File: src/sv/gcdist_pkg.sv
package gcdist_pkg;

  localparam int unsigned TrigIterations = 32;
  localparam int unsigned CordicW = 34;
  localparam int unsigned SqrtSteps = 31;

  localparam logic [23:0] RadiusReset = 24'd6378388;
  localparam logic [28:0] MicrodegPerTurn = 29'd360000000;
  localparam logic [19:0] DivDenom = 20'd703125;
  localparam logic [22:0] DivRound = 23'd351562;
  localparam logic [32:0] DivRecip = 33'd6405119470;
  localparam logic [29:0] CordicGain = 30'd652032874;
  localparam logic [23:0] TwoPiQ21 = 24'd13176795;
  localparam logic [25:0] DistMax = 26'd52705302;

  function automatic logic [29:0] gcdist_atan(input int idx);
    logic [29:0] v;
    unique case (idx)
      0: v = 30'd536870912;
      1: v = 30'd316933406;
      2: v = 30'd167458907;
      3: v = 30'd85004756;
      4: v = 30'd42667331;
      5: v = 30'd21354465;
      6: v = 30'd10680862;
      7: v = 30'd5340245;
      8: v = 30'd2670163;
      9: v = 30'd1335087;
      10: v = 30'd667544;
      11: v = 30'd333772;
      12: v = 30'd166886;
      13: v = 30'd83443;
      14: v = 30'd41722;
      15: v = 30'd20861;
      16: v = 30'd10430;
      17: v = 30'd5215;
      18: v = 30'd2608;
      19: v = 30'd1304;
      20: v = 30'd652;
      21: v = 30'd326;
      22: v = 30'd163;
      23: v = 30'd81;
      24: v = 30'd41;
      25: v = 30'd20;
      26: v = 30'd10;
      27: v = 30'd5;
      28: v = 30'd3;
      29: v = 30'd1;
      30: v = 30'd1;
      default: v = 30'd0;
    endcase
    return v;
  endfunction

endpackage

File: src/sv/gcdist_div_cell.sv
module gcdist_div_cell (
  input  logic        clk_i,
  input  logic [28:0] m_i,
  output logic [31:0] ang_o
);
  import gcdist_pkg::*;

  logic [61:0] prod;
  logic [51:0] num, back, rem;
  logic [31:0] qa_q, qb_q;
  logic [28:0] m_q;
  logic [20:0] r_q;

  assign prod = 62'(m_i) * 62'(DivRecip);
  assign num = {m_q, DivRound};
  assign back = 52'(qa_q) * 52'(DivDenom);
  assign rem = num - back;

  always_ff @(posedge clk_i) begin
    qa_q <= prod[60:29];
    m_q <= m_i;
    qb_q <= qa_q;
    r_q <= rem[20:0];
  end

  assign ang_o = qb_q + 32'(r_q >= {1'b0, DivDenom});
endmodule

File: config.mk
export PLATFORM = sky130hd
export DESIGN_NAME = gcdist_div_cell
export DESIGN_NICKNAME = d
export VERILOG_FILES = /design/src/sv/gcdist_pkg.sv /design/src/sv/gcdist_div_cell.sv
export SDC_FILE = /design/constraint.sdc
export NUM_CORES = 1
export LEC_CHECK = 0
export BUFFER_PORTS_ARGS = -buffer_cell sky130_fd_sc_hd__buf_4
export CORE_AREA = 2 2 213 215
export DETAILED_ROUTE_END_ITERATION = 10
export DIE_AREA = 0 0 215 217
export MAX_ROUTING_LAYER = met4
export PLACE_DENSITY = 0.66
export SYNTH_ARGS = -nofsm -noshare
export SYNTH_HDL_FRONTEND = slang
export SYNTH_SLANG_ARGS = --single-unit
File: constraint.sdc
create_clock -name clk_i -period 11.7 [get_ports clk_i]
set_input_delay 1.17 -clock clk_i [delete_from_list [all_inputs] [get_ports clk_i]]
set_output_delay 1.17 -clock clk_i [all_outputs]
set_load 0.1 [all_outputs]
# --- Yosys cells after proc, flatten, opt, wreduce, memory -nomap -nowiden ---
# Cells that the tools add are included.
word_totals:
  output_inout_bits: 32
  inputBits: 30
  register_bits: 85
  elab_cells: 8
classes:
  addsub: 2
  mul: 2
  n_lt_le_gt_ge: 1
ops:
  columns: ["op", "n"]
  rows:
  - ["multiplier 29 x 32 -> 60 bit (second input constant)", 1]
  - ["adder 32 x 1 -> 32 bit", 1]
  - ["multiplier 32 x 20 -> 21 bit (second input constant)", 1]
  - ["greater-or-equal comparator 21 x 20 -> 1 bit (second input constant)", 1]
  - ["subtractor 19 x 21 -> 21 bit (first input constant)", 1]

# --- Logic depth before layout (Yosys ltp) ---
logic_depth:
  word_depth: 2
  ltp_mapped: 29
  mapped_depth_nobuf: 29

# --- Least setup slack after synthesis ---
# No wires, ideal clock.
synth_path:
  path_type: "input to register"
  startpoint: "input m_i[12]"
  endpoint: "register qa_q[31]"
  arrival_ns: 7.718
  t_required_ns: 11.579
  setup_time_ns: 0.121
  path_buffers: 0
  path_slack_ns: 3.861
  stages: 23
  cell_sequence: "inv_1 fa_1 fa_1 fa_1 fa_1 inv_1 fa_1 fa_1 fa_1 inv_1 fa_1 inv_1 ha_1 nand4_1 or4_1 nor3_2 o31a_4 a41oi_2 o21ai_2 o31ai_4 o21ai_2 a31oi_2 xnor2_1"
synth_between:
  elab_chain_cells: 1
synth_lines:
  columns: ["element", "line_no", "text"]
  rows:
  - ["from (decl)", "gcdist_div_cell.sv:3", "input logic [28:0] m_i,"]
  - ["multiplier 29 x 32 -> 60 bit", "gcdist_div_cell.sv:14", "assign prod = 62'(m_i) * 62'(DivRecip);"]
  - ["net prod[60]", "gcdist_div_cell.sv:8", "logic [61:0] prod;"]
  - ["to (signal assigned)", "gcdist_div_cell.sv:20", "qa_q <= prod[60:29];"]
  - ["to (decl)", "gcdist_div_cell.sv:10", "logic [31:0] qa_q, qb_q;"]
# The timed path passes the listed nets, and every way through them passes these cells.

# --- Worst setup path after layout ---
layout_path:
  startpoint: "input m_i[12]"
  endpoint: "register qa_q[17]"
# Same word-level chain as after synthesis.

==> impl_metrics.toml <==
[yosys]
synth_area_um2 = 22000
synth_top_family_by_area = "adder cells"
synth-simple-area-share_pct = 3.61
yosysSeqAreaShare_pct = 7.66
synth-xor-area-share_pct = 4.07
syn_inst = 2095
synth_compound_area_share_pct = 3.92
synth_edf_count = 0
syn-mean-instance-area_um2 = 10.5
ys_warn_count = 0
synth_fa_ha_area_share_pct = 68.4
syn-num-nets = 3030
async_reset_ff_share_pct = 0
synth_mux_area_share_pct = 0
synth_ff_type = "dfxtp_1"
synth_seq_cells = 84
synth.distinct_cells = 52

[setup_path]
r2r-end = "r_q[18]"
path_class = "input port to flop"
r2r_slack_ps = 6080
cp_max_fo = 6
cp.required_ps = 11950
rr_worst_depth = 18
crit_arrival_ps = 8480
startpoint_type = "input port"
end_kind = "flop"
regToRegStartpoint = "qa_q[1]"

[global_routing]
grt_overflow = 0
grt_pass1_vias = 15300
grt_pass1_wl_mm = 88.3
antenna_found_initial = 1
grt_use_total_pct = 26.4
grt_max_degree = 18

[timing]
fin_ws_ps = 3470
rsz0062_at_grt = "false"
hold_slack_ps = 326
drv_slew = 0
hold_viol_final = 0
setup_viol = 0
fin_skew_ps = 5.06
fin_tns_setup_ps = 0
fin_crit_sh_pct = 70.3
period_minus_slack_ps = 8230
slew-limit-headroom_pct = 44.7
tightest_slew_ps = 829
timing.fmax_mhz = 122

[route]
wire_per_inst_um = 20.5
avgViaCountPerCell = 4.93
drtPass1Iterations = 5
first_iter_violations = 693
wl_mm = 56.7
ant_nets = 0
num_vias = 13700
post-route-drc-count = 0

[run]
max-cap-violations = 0

[floorplanning]
chipHeight_um = 217
die_area_um2 = 46700
core_um2 = 44700
initial_core_util_pct = 49.1
dieWidth_um = 215
io_pins = 62
fp-row-count = 78

[finish]
finalNetCount = 3102
layout-drive-gt1-share_pct = 4.74
area_growth_pct = 6.99
final_util_pct = 52.5
layout_commonest_cell = "inv_1"
mostFrequentLayoutCells = "720 x inv_1, 492 x fa_1, 413 x ha_1"

[placement]
dp_slack_ps = 3150
io_buffers = 61
gp_congestion = 0.984
hpwlAfterDp_mm = 53.4

[status]
status = "finished clean"

[hold_path]
hold_depth = 0
holdPathEnd = "qb_q[28]"
min_from = "qa_q[28]"
min_path_type = "flop to flop"

[clock_tree]
postCtsSetupRepairBufs = 0
clock-sinks = 84
post_cts_resize_count = 0
insertion_delay_ps = 360
cts_root_buffer = "clkbuf_16"
cts_tree = "yes"
path_clk_slew_ps = 70
cts_buffers = 9
clk_path_buf_depth = 2
htreeDepth = 3
hold_buffers = 0
## stage by stage
stage	std cells	instance area (um^2)
finish	2773	23500
global placement	2756	23200
floorplan	2095	22000
detailed placement	2756	23200
global route	2773	23500
CTS	2772	23500
## routing by layer
layer | GRT usage, % | share of wire, %
met5 | - | 0
met4 | 6.46 | 2.3
met3 | 2.36 | 3.5
met2 | 44.5 | 49
met1 | 34.8 | 45
## synthesized netlist by cell type, drive strengths merged, types with 2 or more instances
library cell,number,share of area (%)
dfxtp,84,7.7
nand2b,5,0.14
and4,4,0.17
or2b,2,0.080
and3,4,0.11
ha,413,24
nand3,22,0.50
o21bai,4,0.15
a41oi,5,0.23
nor2b,7,0.20
o31ai,4,0.20
o31a,2,0.12
and2,4,0.12
a21o,16,0.55
a21oi,43,1.0
nor3,15,0.41
xnor2,75,3.0
o21a,13,0.44
nand2,27,0.46
o21ai,23,0.56
nand4,14,0.40
a211oi,4,0.14
inv,720,12
a21boi,2,0.068
o211ai,2,0.068
xor2,27,1.1
nor2,45,0.77
fa,492,45
a31oi,3,0.11
or2,5,0.14
## logic make-up after synthesis
family                     Yosys count
buffers and inverters              721
adders and majority gates          905
AOI/OAI and AO/OA                  126
xor gates and xnor gates           102
DFF                                 84
and+or+nand+nor                    157
## layout make-up
class                           count  area, um^2
Fill cell                        4133       21200
Multi-Input combinational cell   1290       17600
Inverter                          720        2700
Sequential cell                    84        1680
Tap cell                          600         751
Timing Repair Buffer               62         465
Clock buffer                        9         225
Clock inverter                      7        93.8
Antenna cell                        1        2.50
## worst max-delay path, cell delays in order
cell	delay, ps
buf_4	120
inv_1	250
fa_1	600
fa_1	650
fa_1	460
fa_1	520
inv_1	50
fa_1	570
fa_1	450
fa_1	500
inv_1	50
fa_1	480
inv_1	40
ha_1	300
nand4_1	90
or4_1	540
nor3_2	400
o31ai_1	180
a21o_1	220
o21ai_1	210
a21oi_1	140
o21bai_1	230
a21oi_1	120
xnor2_1	130
## how the worst max path moves through the flow
stage,from,end,slack [ps],cells past startpoint
after floorplan,m_i[12],qa_q[31],3860,23
after global placement,m_i[12],qa_q[31],3210,24
after detailed placement,m_i[12],qa_q[31],3150,26
after CTS,m_i[12],qa_q[31],3520,26
after global routing,m_i[12],qa_q[17],3180,24
final,m_i[12],qa_q[17],3470,24
## flip-flops by register name, indices dropped and copies added, names as in the netlist
name / cells
qa_q: 32
qb_q: 31
r_q: 21
Power is left out: the tool's default activity adds up to more than one toggle a clock period on the data nets, which glitch-free logic cannot reach.
