[src/sv/gcdist_sqrt_cell.sv]
module gcdist_sqrt_cell #(
  parameter int unsigned K = 0
) (
  input  logic        clk_i,
  input  logic [61:0] r_i,
  input  logic [30:0] q_i,
  input  logic [31:0] side_i,
  output logic [61:0] r_o,
  output logic [30:0] q_o,
  output logic [31:0] side_o
);
  logic [61:0] trial, r_d, r_q;
  logic [30:0] q_d, q_q;
  logic [31:0] side_q;

  always_comb begin
    trial = (62'(q_i) << (K + 1)) + (62'(1) << (2 * K));
    if (r_i >= trial) begin
      r_d = r_i - trial;
      q_d = q_i | (31'(1) << K);
    end else begin
      r_d = r_i;
      q_d = q_i;
    end
  end

  always_ff @(posedge clk_i) begin
    r_q <= r_d;
    q_q <= q_d;
    side_q <= side_i;
  end

  assign r_o = r_q;
  assign q_o = q_q;
  assign side_o = side_q;
endmodule

[config.mk]
export PLATFORM = sky130hd
export DESIGN_NAME = gcdist_sqrt_cell
export DESIGN_NICKNAME = d
export VERILOG_FILES = /design/src/sv/gcdist_sqrt_cell.sv
export SDC_FILE = /design/constraint.sdc
export NUM_CORES = 1
export LEC_CHECK = 0
export BUFFER_PORTS_ARGS = -buffer_cell sky130_fd_sc_hd__buf_2
export CORE_ASPECT_RATIO = 0.8
export CORE_MARGIN = 2
export CORE_UTILIZATION = 48
export DETAILED_ROUTE_END_ITERATION = 10
export HOLD_SLACK_MARGIN = 0.08
export PLACE_DENSITY = 0.83
export SLEW_MARGIN = 20
export SYNTH_ARGS = -nofsm -noshare
export SYNTH_HDL_FRONTEND = slang
export SYNTH_SLANG_ARGS = --single-unit
[constraint.sdc]
create_clock -name clk_i -period 3.6 [get_ports clk_i]
set_input_delay 0.54 -clock clk_i [delete_from_list [all_inputs] [get_ports clk_i]]
set_output_delay 0.54 -clock clk_i [all_outputs]
set_load 0.02 [all_outputs]
# --- After elaboration in Yosys (flattened, before gate mapping) ---
# Cells that the tools add are included.
word_totals:
  regBits: 125
  n_memories: 0
  mem_bits_ro: 0
  inputBits: 126
  mem_bits_rw: 0
  latch_bits: 0
op_classes:
  shifts: 0
  n_addsub: 2
  div: 0
  bitwise_logic: 0
  eq_ne: 0
  order_cmp: 1
  reduce_logical: 0
  mux: 1
  n_mul: 0
ops:
  columns: ["op", "n"]
  rows:
  - ["greater-or-equal comparator 62 x 33 -> 1 bit", 1]
  - ["2-to-1 mux 62 bit", 1]
  - ["subtractor 62 x 33 -> 62 bit", 1]
  - ["adder 32 x 1 -> 33 bit (second input constant)", 1]

# --- Logic depth before layout (Yosys ltp) ---
# Gate-level depths: netlist (run 1).
depth:
  word_depth: 3
  depth_mapped: 12
  ltp_nobuf: 10

# --- Worst setup path before layout (run 1) ---
# No wires, ideal clock.
synth_timing:
  path_kind: "input port to flip-flop"
  startpoint: "in q_i[30]"
  endpoint: "reg r_q[32], in the netlist r_o[32]"
  setup_ns: 0.072
  stages: 11
  slack_ns: 0.589
  path_buffers: 2
  arrival_time_ns: 2.939
  cell_sequence: "inv_1 ha_1 buf_2 a2111oi_0 nand2_1 nor4_2 o21ai_2 or2_1 buf_2 o2111ai_1 xnor2_1"
synth_via:
  elab_chain_cells: 3
  word_cells_on_any_way: 4
  classes_between: "2 x add/sub; 1 x order compare; 1 x mux"
synth_lines:
  columns: ["element", "line_no", "source"]
  rows:
  - ["start, declared", "6", "input logic [30:0] q_i,"]
  - ["adder 32 x 1 -> 33 bit (*)", "17", "trial = (62'(q_i) << (K + 1)) + (62'(1) << (2 * K));"]
  - ["subtractor 62 x 33 -> 62 bit / greater-or-equal comparator 62 x 33 -> 1 bit (equally long branches)", "19, 18", null]
  - ["2-to-1 mux 62 bit (*)", "18", "if (r_i >= trial) begin"]
  - ["via r_d[32]", "12", "logic [61:0] trial, r_d, r_q;"]
  - ["end signal, assigned", "28", "r_q <= r_d;"]
  - ["end, declared", "12", null]
# The timed path passes the listed nets; every way through them passes the cells marked *.
# A chain may end at the register's enable or synchronous reset.

# --- Worst setup path after layout (run 1) ---
layout_timing:
  startpoint: "in q_i[15]"
  endpoint: "reg r_q[52], in the netlist r_o[52]"
# The elaborated chain is that of the path after synthesis.

==> metrics.md, run 1 <==
| Metric | Value |
|---|---|
| Status | complete, no violations |
| Final Core Density | 66.6% |
| Final worst slack | 0.515 ns |
| Vias per std cell | 5.27 |
| CP Launch Type | input pin |
| Post-synth ARST share | 0% |
| Synth cell types | 58 |
| WL per Instance | 15.7 um |
| WP data arrival | 3.42 ns |
| Total core area | 11500 um2 |
| Crit path required time | 3.93 ns |
| Filler cells | 975 |
| DRC violations left | 0 |
| First-pass GRT wire length | 25.4 mm |
| # H-tree levels | 4 |
| CP delay by family, top | simple AND/OR/NAND/NOR gates |
| Post-CTS sizing | 0 |
| Hold endpoint | side_o[14] |
| CTS tree | yes |
| Final net count | 1044 |
| Net Sw Frac | 32.1% |
| Post-CTS Setup Repair Bufs | 0 |
| Seq/Total Area, Yosys | 44.1% |
| Synth-to-Final Area Change | 35.1% |
| Setup TNS | 0 ns |
| Leak | 3.68 nW |
| Clk root buf | clkbuf_16 |
| Post-CTS Hold Buffers | 0 |
| Slowest stage delay, CP | 0.54 ns |
| RSZ-0062 raised after global routing | false |
| Max Transition Viols Final | 0 |
| Combinational Power Share | 22.0% |
| Vias in the first global route | 5224 |
| I/O Pins | 251 |
| Synth warnings | 0 |
| CP cell instances | buf_2, inv_1, ha_1, nand4_1, nor4_1, nand4_1, o21ai_2, buf_4, o2111ai_2, nor4_1, xor2_1 |
| Largest net degree at the start of global routing | 28 |
| Routed wire length | 16.4 mm |
| Seq cells post-synth | 125 |
| Post-DP HPWL | 12.8 mm |
| Drt pass-1 iters | 5 |
| Dpl cell area | 7100 um2 |
| Number of antenna violations at the first check in global routing | 0 |
| Pint | 2.79 mW |
| CTS Sinks | 125 |
| P_sw | 1.32 mW |
| Max Freq | 324 MHz |
| EDFF count, synth | 0 |
| Bufs and invs on worst path | 3 |
| Slew margin rel. | 53.0% |
| Synthesized Nets | 787 |
| Syn Inst Count | 628 |
| Clock Power Share | 40.0% |
| Clock Tree Buf Depth | 2 |
| Min Hold Slack | 0.222 ns |
| Worst-Margin Slew | 0.695 ns |
| Grt ovf | 0 |
| Via count | 5513 |
| I/O Buffers | 250 |
| CP max stage cell | nor4_1 |
| Die height | 101 um |
| Top_reg_cell synth | dfxtp_1 |
| Antenna viol nets, final | 0 |
| Dominant cells by area after synthesis | dfxtp_1, ha_1, xor2_1, a21oi_1, xnor2_1 |
| Placer Congestion | 0.870 |
| Die area | 12700 um2 |
| GRT Total Usage | 24.7% |
| Sequential share of power | 38.0% |
| Final Hold Fails | 0 |
| Final setup viols | 0 |
| CTS buffer count | 17 |
| Die width | 126 um |
| Mapped cell area | 5680 um2 |
| Cell Rows | 35 |
| CP Capture Type | flip-flop |
| Post-synth top area cell | dfxtp_1 |
| Setup CP Type | input pin to flip-flop |
| Max Cap Violations | 0 |
| CP max FO | 9 |
| P per Cell Area | 535 nW/um2 |
| Worst Hold Depth | 1 |
| Syn Area/Cell | 9.04 um2 |
| Worst hold path class | input pin to flip-flop |
| Share of layout cells above drive strength 1 | 35.1% |
| 1st-iter DRT viols | 280 |
| Yosys top cell area share | 44.1% |
| Maximum vdd drop | 0.332 mV |
| Post-place setup slack | 0.157 ns |
| HP Start | side_i[14] |
| # diodes | 0 |
| Final period utilization | 85.7% |
| Final instance area | 7670 um2 |
| Final worst path period need | 3.08 ns |
| Initial core utilization | 49.3% |
| Worst-path clk slew | 0.06 ns |
## Yosys cell counts, drive strengths merged, types with 2 or more instances
library cell	count
o31a	2
clkbuf	20
o211ai	5
o22ai	2
nor4	10
xor2	34
nor2b	2
or2	7
ha	32
nor3	19
o21a	7
dfxtp	125
a21o	19
and4	2
nor2	59
or3	6
nand2	36
a211oi	8
o21bai	2
o41ai	2
o2111ai	4
nand3	12
a2111oi	2
xnor2	27
inv	38
nand4	13
nand3b	4
a31oi	4
o21ai	34
or4	8
nand2b	6
a21oi	55
buf	6
## logic make-up after synthesis
kind of cell / Yosys count / share of synthesized area [%]
compound gates: 156 / 17.4
buf+inv: 64 / 4.58
flops: 125 / 44.1
simple gates: 189 / 17.1
xor+xnor: 61 / 9.41
fa+ha+maj: 33 / 7.41
## layer usage
layer,global-route usage [%],share of wire (%),routed length (um)
met3,5.07,6.5,1060
met2,42.2,49,7980
met1,32.2,44,7180
met5,0,0,0
met4,6.92,1.2,197
## metrics by stage
stage	power, mW	instances
floorplan	2.14	628
global placement	2.46	1014
detailed placement	2.48	1014
CTS	4.12	1046
global route	4.27	1046
finish	4.10	1046
## cells in the final DEF (no fill, tap or decap), drive strengths merged, types with 2 or more instances in the layout
cell,instances
o21bai,2
a2111oi,2
o22ai,2
o211ai,5
a31oi,4
inv,49
nand2,36
or4,8
or3,6
nand2b,6
nand4,13
ha,32
o41ai,2
nor2,59
xor2,34
or2,7
and4,2
clkbuf,17
o31a,2
o21a,7
nand3,12
nor2b,2
clkinvlp,3
o21ai,34
nor3,19
a211oi,8
dfxtp,125
nor4,10
xnor2,27
o2111ai,4
nand3b,4
buf,264
a21oi,55
a21o,19
## worst max-delay path by stage
stage	startpoint	endpoint	slack, ns	depth (start not counted)
CTS	q_i[16]	r_o[52]	0.55	11
floorplan	q_i[30]	r_o[32]	0.59	11
global placement	q_i[16]	r_o[52]	0.20	11
finish	q_i[15]	r_o[52]	0.52	11
detailed placement	q_i[15]	r_o[52]	0.16	11
global route	q_i[16]	r_o[52]	0.30	11
## flip-flops by register name, summed over array words and instances (netlist names)
signal and flops:
r_o 62, q_o 31, side_o 32
## final cells by class
cell class	count	area, um2	share of cell area, %
Clock buffer	17	425	5.55
Multi-Input combinational cell	439	2910	38.0
Inverter	38	143	1.86
Sequential cell	125	2500	32.6
Tap cell	148	185	2.41
Timing Repair Buffer	264	1360	17.7
Clock inverter	15	143	1.86
## power groups by stage
| stage | combinational [mW] | clock (mW) | sequential (mW) |
|---|---|---|---|
| finish | 0.904 | 1.64 | 1.56 |
| floorplan | 0.367 | 0 | 1.77 |
| detailed placement | 0.889 | 0 | 1.59 |
| global placement | 0.880 | 0 | 1.58 |
| global route | 0.973 | 1.73 | 1.57 |
| CTS | 0.898 | 1.66 | 1.56 |
No activity file was read; power rests on OpenSTA's default activity.
==> run 2: changes to the inputs <==
ABC_CLOCK_PERIOD_IN_PS = 3600   (was unset)
BUFFER_PORTS_ARGS = unset   (was -buffer_cell sky130_fd_sc_hd__buf_2)
CORE_ASPECT_RATIO = 0.9   (was 0.8)
CORE_UTILIZATION = 55   (was 48)
DONT_BUFFER_PORTS = 1   (was unset)
PLACE_DENSITY = 0.72   (was 0.83)
==> metrics.md, run 2 (same netlist as run 1, synthesis figures left out) <==
| Metric | Value |
|---|---|
| Share of layout cells above drive strength 1 | 9.61% (was 35.1%) |
| RSZ-0062 raised after global routing | false (unchanged) |
| WL per Instance | 19.8 um (was 15.7 um) |
| I/O Buffers | 0 (was 250) |
| Vias per std cell | 5.99 (was 5.27) |
| Final instance area | 6400 um2 (was 7670 um2) |
| Vias in the first global route | 4606 (was 5224) |
| Total core area | 10200 um2 (was 11500 um2) |
| Leak | 2.70 nW (was 3.68 nW) |
| CP Capture Type | flip-flop (unchanged) |
| Dpl cells | 742 (was 1014) |
| WP data arrival | 3.25 ns (was 3.42 ns) |
| Commonest cells after routing, fill and taps aside | dfxtp_1, nor2_1, a21oi_1 (was buf_2, dfxtp_1, nor2_1) |
| Max reg flops | 62 (unchanged) |
| Area taken by multi-input logic gates | 2910 um2 (unchanged) |
| Final period utilization | 82.7% (was 85.7%) |
| First-pass GRT wire length | 23.9 mm (was 25.4 mm) |
| Worst-Margin Slew | 0.550 ns (was 0.695 ns) |
| Final setup viols | 0 (unchanged) |
| Most common cell after layout, fill and taps aside | dfxtp_1 (was buf_2) |
| Max Transition Viols Final | 0 (unchanged) |
| # diodes | 0 (unchanged) |
| 1st-iter DRT viols | 300 (was 280) |
| CP Launch Type | input pin (unchanged) |
| Max Cap Violations | 0 (unchanged) |
| CTS Sinks | 125 (unchanged) |
| Setup CP Type | input pin to flip-flop (unchanged) |
| Clock Tree Buf Depth | 2 (unchanged) |
| GRT Total Usage | 27.2% (was 24.7%) |
| Post-CTS Setup Repair Bufs | 0 (unchanged) |
| Post-DP HPWL | 11.8 mm (was 12.8 mm) |
| Antenna viol nets, final | 0 (unchanged) |
| DRC violations left | 0 (unchanged) |
| Die width | 111 um (was 126 um) |
| Grt ovf | 0 (unchanged) |
| Post-CTS sizing | 0 (unchanged) |
| Maximum vdd drop | 0.564 mV (was 0.332 mV) |
| Setup TNS | 0 ns (unchanged) |
| Layout Cells excl Fill | 774 (was 1046) |
| CTS buffer count | 17 (unchanged) |
| Routed wire length | 15.3 mm (was 16.4 mm) |
| Placer Congestion | 0.999 (was 0.870) |
| Final net count | 791 (was 1044) |
| CP max FO | 9 (unchanged) |
| Max Freq | 336 MHz (was 324 MHz) |
| Clk root buf | clkbuf_16 (unchanged) |
| Cell Rows | 35 (unchanged) |
| Worst hold path class | input pin to flip-flop (unchanged) |
| Die area | 11200 um2 (was 12700 um2) |
| Slew margin rel. | 62.4% (was 53.0%) |
| Synth-to-Final Area Change | 12.8% (was 35.1%) |
| Drt pass-1 iters | 5 (unchanged) |
| Post-place setup slack | 0.220 ns (was 0.157 ns) |
| Final Hold Fails | 0 (unchanged) |
| I/O Pins | 251 (unchanged) |
| CTS tree | yes (unchanged) |
| Post-CTS Hold Buffers | 0 (unchanged) |
| Status | complete, no violations (unchanged) |
| Reg area | 2500 um2 (unchanged) |
| # H-tree levels | 4 (unchanged) |
| Worst-path clk slew | 0.06 ns (about the same) |
| Largest net degree at the start of global routing | 25 (was 28) |
| Filler cells | 872 (was 975) |
| P per Cell Area | 616 nW/um2 (was 535 nW/um2) |
| Dpl cell area | 5800 um2 (was 7100 um2) |
| Initial core utilization | 55.9% (was 49.3%) |
| Via count | 4635 (was 5513) |
| Number of antenna violations at the first check in global routing | 0 (unchanged) |
| Final worst slack | 0.623 ns (was 0.515 ns) |
| Die height | 100 um (was 101 um) |
| Final worst path period need | 2.98 ns (was 3.08 ns) |
| Crit path required time | 3.88 ns (was 3.93 ns) |
run 2: cell count changes in the layout (fill, tap and decap cells not counted), moves of 2 or more:
| cell | before | now |
|---|---|---|
| inv_6 | 8 | 3 |
| inv_8 | 3 | 1 |
| clkinv_4 | 0 | 6 |
| bufinv_16 | 0 | 2 |
| clkinvlp_4 | 3 | 1 |
| buf_2 | 250 | 0 |
| buf_4 | 14 | 11 |
run 2: worst max-delay path, stage by stage:
cell and delay (ns):
inv_1 0.02, ha_1 0.38, a21oi_1 0.24, o21ai_0 0.18, or4b_2 0.70, a2111oi_0 0.55
o31ai_1 0.16, a21oi_1 0.19, xor2_1 0.17, a21oi_1 0.10
run 2: power breakdown:
group	switching (mW)	leakage, nW	internal, mW
logic	0.275	1.36	0.202
registers	0.240	1.05	1.53
clock network	0.645	0.291	1.05
total	1.16	2.70	2.78
run 2: cell type report:
cell class	instances	share of cell area, %
sequential	125	39.1
timing repair buffer	11	1.29
tap	129	2.52
clock buffer	19	6.92
multi-input combinational	439	45.5
clock inverter	13	2.46
inverter	38	2.23
run 2: final timing paths:
check	cells after the start	from	slack, ns	endpoint
setup / recovery	10	q_i[16]	0.62	r_o[28]
hold / removal	0	side_i[1]	0.15	side_o[1]
run 2: through the flow:
| step | hold slack, ns | power [mW] | utilization, % |
|---|---|---|---|
| 3_3_place_gp | 0.568 | 2.26 | 57.1 |
| 4_1_cts | 0.138 | 3.97 | 63.0 |
| 2_1_floorplan | 0.568 | 2.14 | - |
| 5_1_grt | 0.133 | 4.09 | 63.0 |
| 6_report | 0.154 | 3.94 | 63.0 |
| 3_5_place_dp | 0.568 | 2.26 | 57.1 |
run 2: metal layers:
layer	global-route usage, %	part of all wire [%]	routed length (um)	vias to the layer above
li1	-	-	-	2215
met1	31.4	40	6060	2126
met2	45.4	48	7300	250
met3	9.42	9.2	1400	44
met4	13.3	3.6	547	0
met5	0	0	0	-
